==> src/sv/mi3_pkg.sv <==
// Package for the 3x3 matrix inverse block: fixed widths, payload types and the
// queue entry that passes from the front end to the divider pipeline.
// No dependencies.
package mi3_pkg;

   localparam int ELEM_W    = 32;
   localparam int PROD_W    = 2 * ELEM_W;
   localparam int CW        = 2 * ELEM_W + 1;
   localparam int CMW       = 2 * ELEM_W;
   localparam int DW        = 3 * ELEM_W + 1;
   localparam int DMW       = 3 * ELEM_W;
   localparam int THR_W     = ELEM_W - 1;
   localparam int NUM_LANES = 9;
   localparam int NUM_PROD  = 18;
   localparam int QDEPTH    = 2;

   typedef logic signed [ELEM_W-1:0] elem_type;
   typedef logic signed [PROD_W-1:0] prod_type;
   typedef logic signed [CW-1:0]     cof_type;
   typedef logic signed [DW-1:0]     det_type;

   typedef struct packed {
      cof_type [NUM_LANES-1:0] cof;
      logic [DMW-1:0]          det_mag;
      logic                    det_neg;
      logic                    sing;
   } job_type;

   typedef struct packed {
      logic full;
      logic empty;
   } qstat_type;

endpackage

==> src/sv/mi3_queue.sv <==
// Short queue between the front end and the divider pipeline.
// Depends on mi3_pkg.
module mi3_queue (
   input  logic               clock,
   input  logic               reset,
   input  logic               push,
   input  mi3_pkg::job_type   push_job,
   output logic               pop_valid,
   output mi3_pkg::job_type   pop_job,
   output mi3_pkg::qstat_type stat
);
   import mi3_pkg::*;

   localparam int QAW  = (QDEPTH > 1) ? $clog2(QDEPTH) : 1;
   localparam int CNTW = $clog2(QDEPTH + 1);

   job_type         mem_ff [QDEPTH];
   logic [QAW-1:0]  wr_ptr_ff, wr_ptr_in, rd_ptr_ff, rd_ptr_in;
   logic [CNTW-1:0] count_ff, count_in;
   logic            pop;

   always_comb begin
      stat.empty = (count_ff == '0);
      stat.full  = (count_ff == CNTW'(QDEPTH));
      pop        = !stat.empty;
      pop_valid  = pop;
      pop_job    = mem_ff[rd_ptr_ff];
      wr_ptr_in  = wr_ptr_ff;
      rd_ptr_in  = rd_ptr_ff;
      if (push) begin
         wr_ptr_in = (wr_ptr_ff == QAW'(QDEPTH - 1)) ? '0 : wr_ptr_ff + 1'b1;
      end
      if (pop) begin
         rd_ptr_in = (rd_ptr_ff == QAW'(QDEPTH - 1)) ? '0 : rd_ptr_ff + 1'b1;
      end
      count_in = count_ff + CNTW'(push) - CNTW'(pop);
   end

   always_ff @(posedge clock) begin
      if (reset) begin
         wr_ptr_ff <= '0;
         rd_ptr_ff <= '0;
         count_ff  <= '0;
      end else begin
         wr_ptr_ff <= wr_ptr_in;
         rd_ptr_ff <= rd_ptr_in;
         count_ff  <= count_in;
      end
   end

   always_ff @(posedge clock) begin
      if (push) begin
         mem_ff[wr_ptr_ff] <= push_job;
      end
   end

endmodule

==> config.mk <==
export PLATFORM = sky130hd
export DESIGN_NAME = mi3_queue
export DESIGN_NICKNAME = d
export VERILOG_FILES = /design/src/sv/mi3_pkg.sv /design/src/sv/mi3_queue.sv
export SDC_FILE = /design/constraint.sdc
export NUM_CORES = 1
export LEC_CHECK = 0
export BUFFER_PORTS_ARGS = -buffer_cell sky130_fd_sc_hd__buf_2
export CORE_AREA = 2 2 531 533
export DETAILED_ROUTE_END_ITERATION = 12
export DIE_AREA = 0 0 533 535
export GPL_ROUTABILITY_DRIVEN = 1
export GPL_TIMING_DRIVEN = 0
export PLACE_DENSITY_LB_ADDON = 0.1
export SLEW_MARGIN = 40
export SYNTH_ARGS = -nofsm -noshare
export SYNTH_HDL_FRONTEND = slang
export SYNTH_SLANG_ARGS = --single-unit
==> constraint.sdc <==
create_clock -name clock -period 45.9 [get_ports clock]
set_input_delay 4.59 -clock clock [delete_from_list [all_inputs] [get_ports clock]]
set_output_delay 4.59 -clock clock [all_outputs]
set_load 0.02 [all_outputs]
==> flow_summary.yaml <==
worst_setup_path:
  crit_path_end: "pop_job[108]"
  rr_endpoint: "mem_ff[1][619]"
  r2r_cells: 9
  worst-setup-path-type: "reg2out"
  worstPathRequired_ns: 41.31
  cp_data_arrival_time_ns: 2.66
  start_kind: "register"
  cp-end-kind: "output port"
  cp_max_fo: 10
  r2r_start: "wr_ptr_ff"
  rrSetupSlack_ns: 42.65
synthesis:
  synth_edf_count: 1366
  ys_seq_area_share_pct: 82.4
  syn_nets: 2834
  synth.top_cells.by_area: "edfxtp_1 (82%), mux2_2 (15%), clkbuf_8 (1.4%), buf_6 (0.56%), dfxtp_1 (0.20%)"
  syn_area_sq_um: 49900
  synth-seq-cells: 1371
  synth_top_area_share_pct: 82.2
  ys.flop_type: "edfxtp_1"
  synth_cell_types: 18
  ys_top_cells_by_count: "edfxtp_1 (1,366), mux2_2 (683), clkbuf_8 (50)"
  syn-mean-instance-area_sq_um: 23.2
  ys_async_sr_fraction_pct: 0
  synth_warnings: 0
  synth_largest_area_cell: "edfxtp_1"
  yosysMostFrequentCell: "edfxtp_1"
  syn_inst: 2147
worst_hold_path:
  min_path_type: "reg2reg"
drt:
  remaining_drc_errors: 0
  avgViaCountPerCell: 3.56
  wl_mm: 191
  drtIter0Drc: 1147
  drtPass1Iterations: 5
  drtAntennaViolNets: 0
  vias: 27400
  post_drt_wl_per_cell_um: 24.9
clock_tree:
  clock_latency_ns: 0.85
  cts_tree: "built"
  ctsLongestPathBuffers: 4
  hold_buffers: 0
  clock-sinks: 1371
  clk_pin_slew_ns: 0.06
  ctsResizeCount: 0
  cts_made_buffers: 175
  cts_setup_buffers: 0
  clock-root-buffer: "clkbuf_16"
  htreeDepth: 4
place:
  dpl_cell_area_sq_um: 63100
  place.gp.congestion: 0.782
  port_buffers: 1371
  dp_hpwl_mm: 151
  dp_cells: 7322
layout:
  drive_gt1_share_pct: 62.1
  stdcell_count: 7679
  final_nets: 4462
  syn_to_final_growth_pct: 37.0
  final_area_sq_um: 68400
  fin_util_pct: 24.5
global_route:
  grt_first_pass_wirelength_mm: 252
  overflow: 0
  antenna_found_initial: 199
  grt_pass1_vias: 28700
  track_usage_pct: 12.9
  grt_max_degree: 34
timing:
  post-route-period-util_pct: 15.8
  tns_ns: 0
  whs_ns: 0.535
  period_needed_ns: 7.25
  setup_viol: 0
  fmax_mhz: 138
  finalHoldViolations: 0
  slew_headroom_pct: 71.7
  slew_viol_final: 0
  final.setup_skew_ns: 0.0355
  rsz0062_at_grt: "false"
  worst_pin_slew_ns: 0.425
floorplanning:
  start_util_pct: 17.9
  die_w_um: 533
  rows: 194
  die_y_um: 535
  io_pins: 1372
  die_area_sq_um: 285000
  core_sq_um: 279000
power_and_ir_drop:
  power_switching_share_pct: 25.1
  combPwrFrac_pct: 12.1
  p_switching_w: 0.000786
  power_leakage_nw: 24.6
  p_clk_share_pct: 40.7
  share_seq_of_total_power_pct: 47.2
  p_per_area_nw_per_um2: 45.7
  max-vdd-ir-drop_mv: 0.0260
  internal-power_w: 0.00234
run:
  maxCapViolations: 0
outcome:
  run_status: "complete, no violations"
[routing by layer]
layer	routed length, um	GRT usage [%]	up-vias
li1	-	-	12000
met1	67100	13.6	13500
met2	93900	22.1	1203
met3	24600	7.25	450
met4	4500	3.06	150
met5	935	0	-
[flip-flops by register name, summed over array words and instances (netlist names), named ones only]
name	count
mem_ff	1366
rd_ptr_ff	1
wr_ptr_ff	1
count_ff	2
[cell usage in the layout (no fill, tap or decap)]
cell          n
buf_12       24
clkinv_8      1
clkbuf_1     46
nor3_1        3
inv_8         1
and2_4        1
clkbuf_16   178
dfxtp_1       5
diode_2      53
nand3b_1      1
clkinv_2     18
bufinv_16     5
nor2b_4       1
mux2_2      683
or2_2         1
o21a_1        1
buf_6        25
xnor2_1       1
buf_16       25
nor2_1        1
clkinv_1     49
clkinv_16     2
nor2b_1       3
inv_6         3
a21bo_2       1
inv_1         1
clkbuf_8     50
buf_2      1372
buf_8        31
edfxtp_1   1366
clkinv_4      1
ha_1          1
a21oi_1       1
[logic make-up (layout without fill, tap and decap cells)]
logic type | count (synthesis) | in the layout | share of synthesized area [%]
flops | 1371 | 1371 | 82.4
compound gates | 3 | 3 | 0.0451
mux | 683 | 683 | 15.4
buf+inv | 77 | 1832 | 1.96
simple gates | 11 | 11 | 0.128
xor+xnor | 1 | 1 | 0.0176
other cells | 0 | 53 | 0
fa+ha+maj | 1 | 1 | 0.0251
[worst min-delay path by stage]
stage                start     endpoint  slack [ns]  depth (start not counted)
2_1_floorplan    wr_ptr_ff    wr_ptr_ff        0.50                          2
3_3_place_gp     wr_ptr_ff    wr_ptr_ff        0.51                          2
3_5_place_dp     rd_ptr_ff     register        0.54                          2
4_1_cts          rd_ptr_ff     register        0.55                          2
5_1_grt          rd_ptr_ff     register        0.57                          2
6_report       count_ff[0]  count_ff[1]        0.54                          2
[critical path: stages, from the launching register on]
cell	delay, ns
dfxtp_1	0.32
buf_6	0.26
buf_6	0.26
clkbuf_8	0.26
mux2_2	0.45
buf_2	0.20
[power groups by stage]
stage                     Combinational (W)  Sequential [W]  Clock [W]
after floorplan                    0.000191         0.00158          0
after CTS                          0.000397         0.00148    0.00133
final                              0.000380         0.00148    0.00127
after global routing               0.000407         0.00148    0.00137
after global placement             0.000369         0.00165          0
after detailed placement           0.000395         0.00150          0
[layout make-up]
| cell class | instances | area (sq um) |
|---|---|---|
| Fill cell | 29000 | 211000 |
| Sequential cell | 1371 | 41100 |
| Timing Repair Buffer | 1451 | 8500 |
| Multi-Input combinational cell | 699 | 7810 |
| Tap cell | 3724 | 4660 |
| Clock buffer | 224 | 4630 |
| Buffer | 76 | 975 |
| Clock inverter | 80 | 547 |
| Antenna cell | 53 | 133 |
| Inverter | 1 | 3.75 |
[per-stage QoR]
| step | worst slack, ns | power (W) |
|---|---|---|
| 2_1_floorplan | 10.23 | 0.00177 |
| 3_3_place_gp | -18.91 | 0.00202 |
| 3_5_place_dp | 38.23 | 0.00190 |
| 4_1_cts | 38.41 | 0.00320 |
| 5_1_grt | 38.49 | 0.00326 |
| 6_report | 38.65 | 0.00313 |
(Power assumes the default switching activity.)
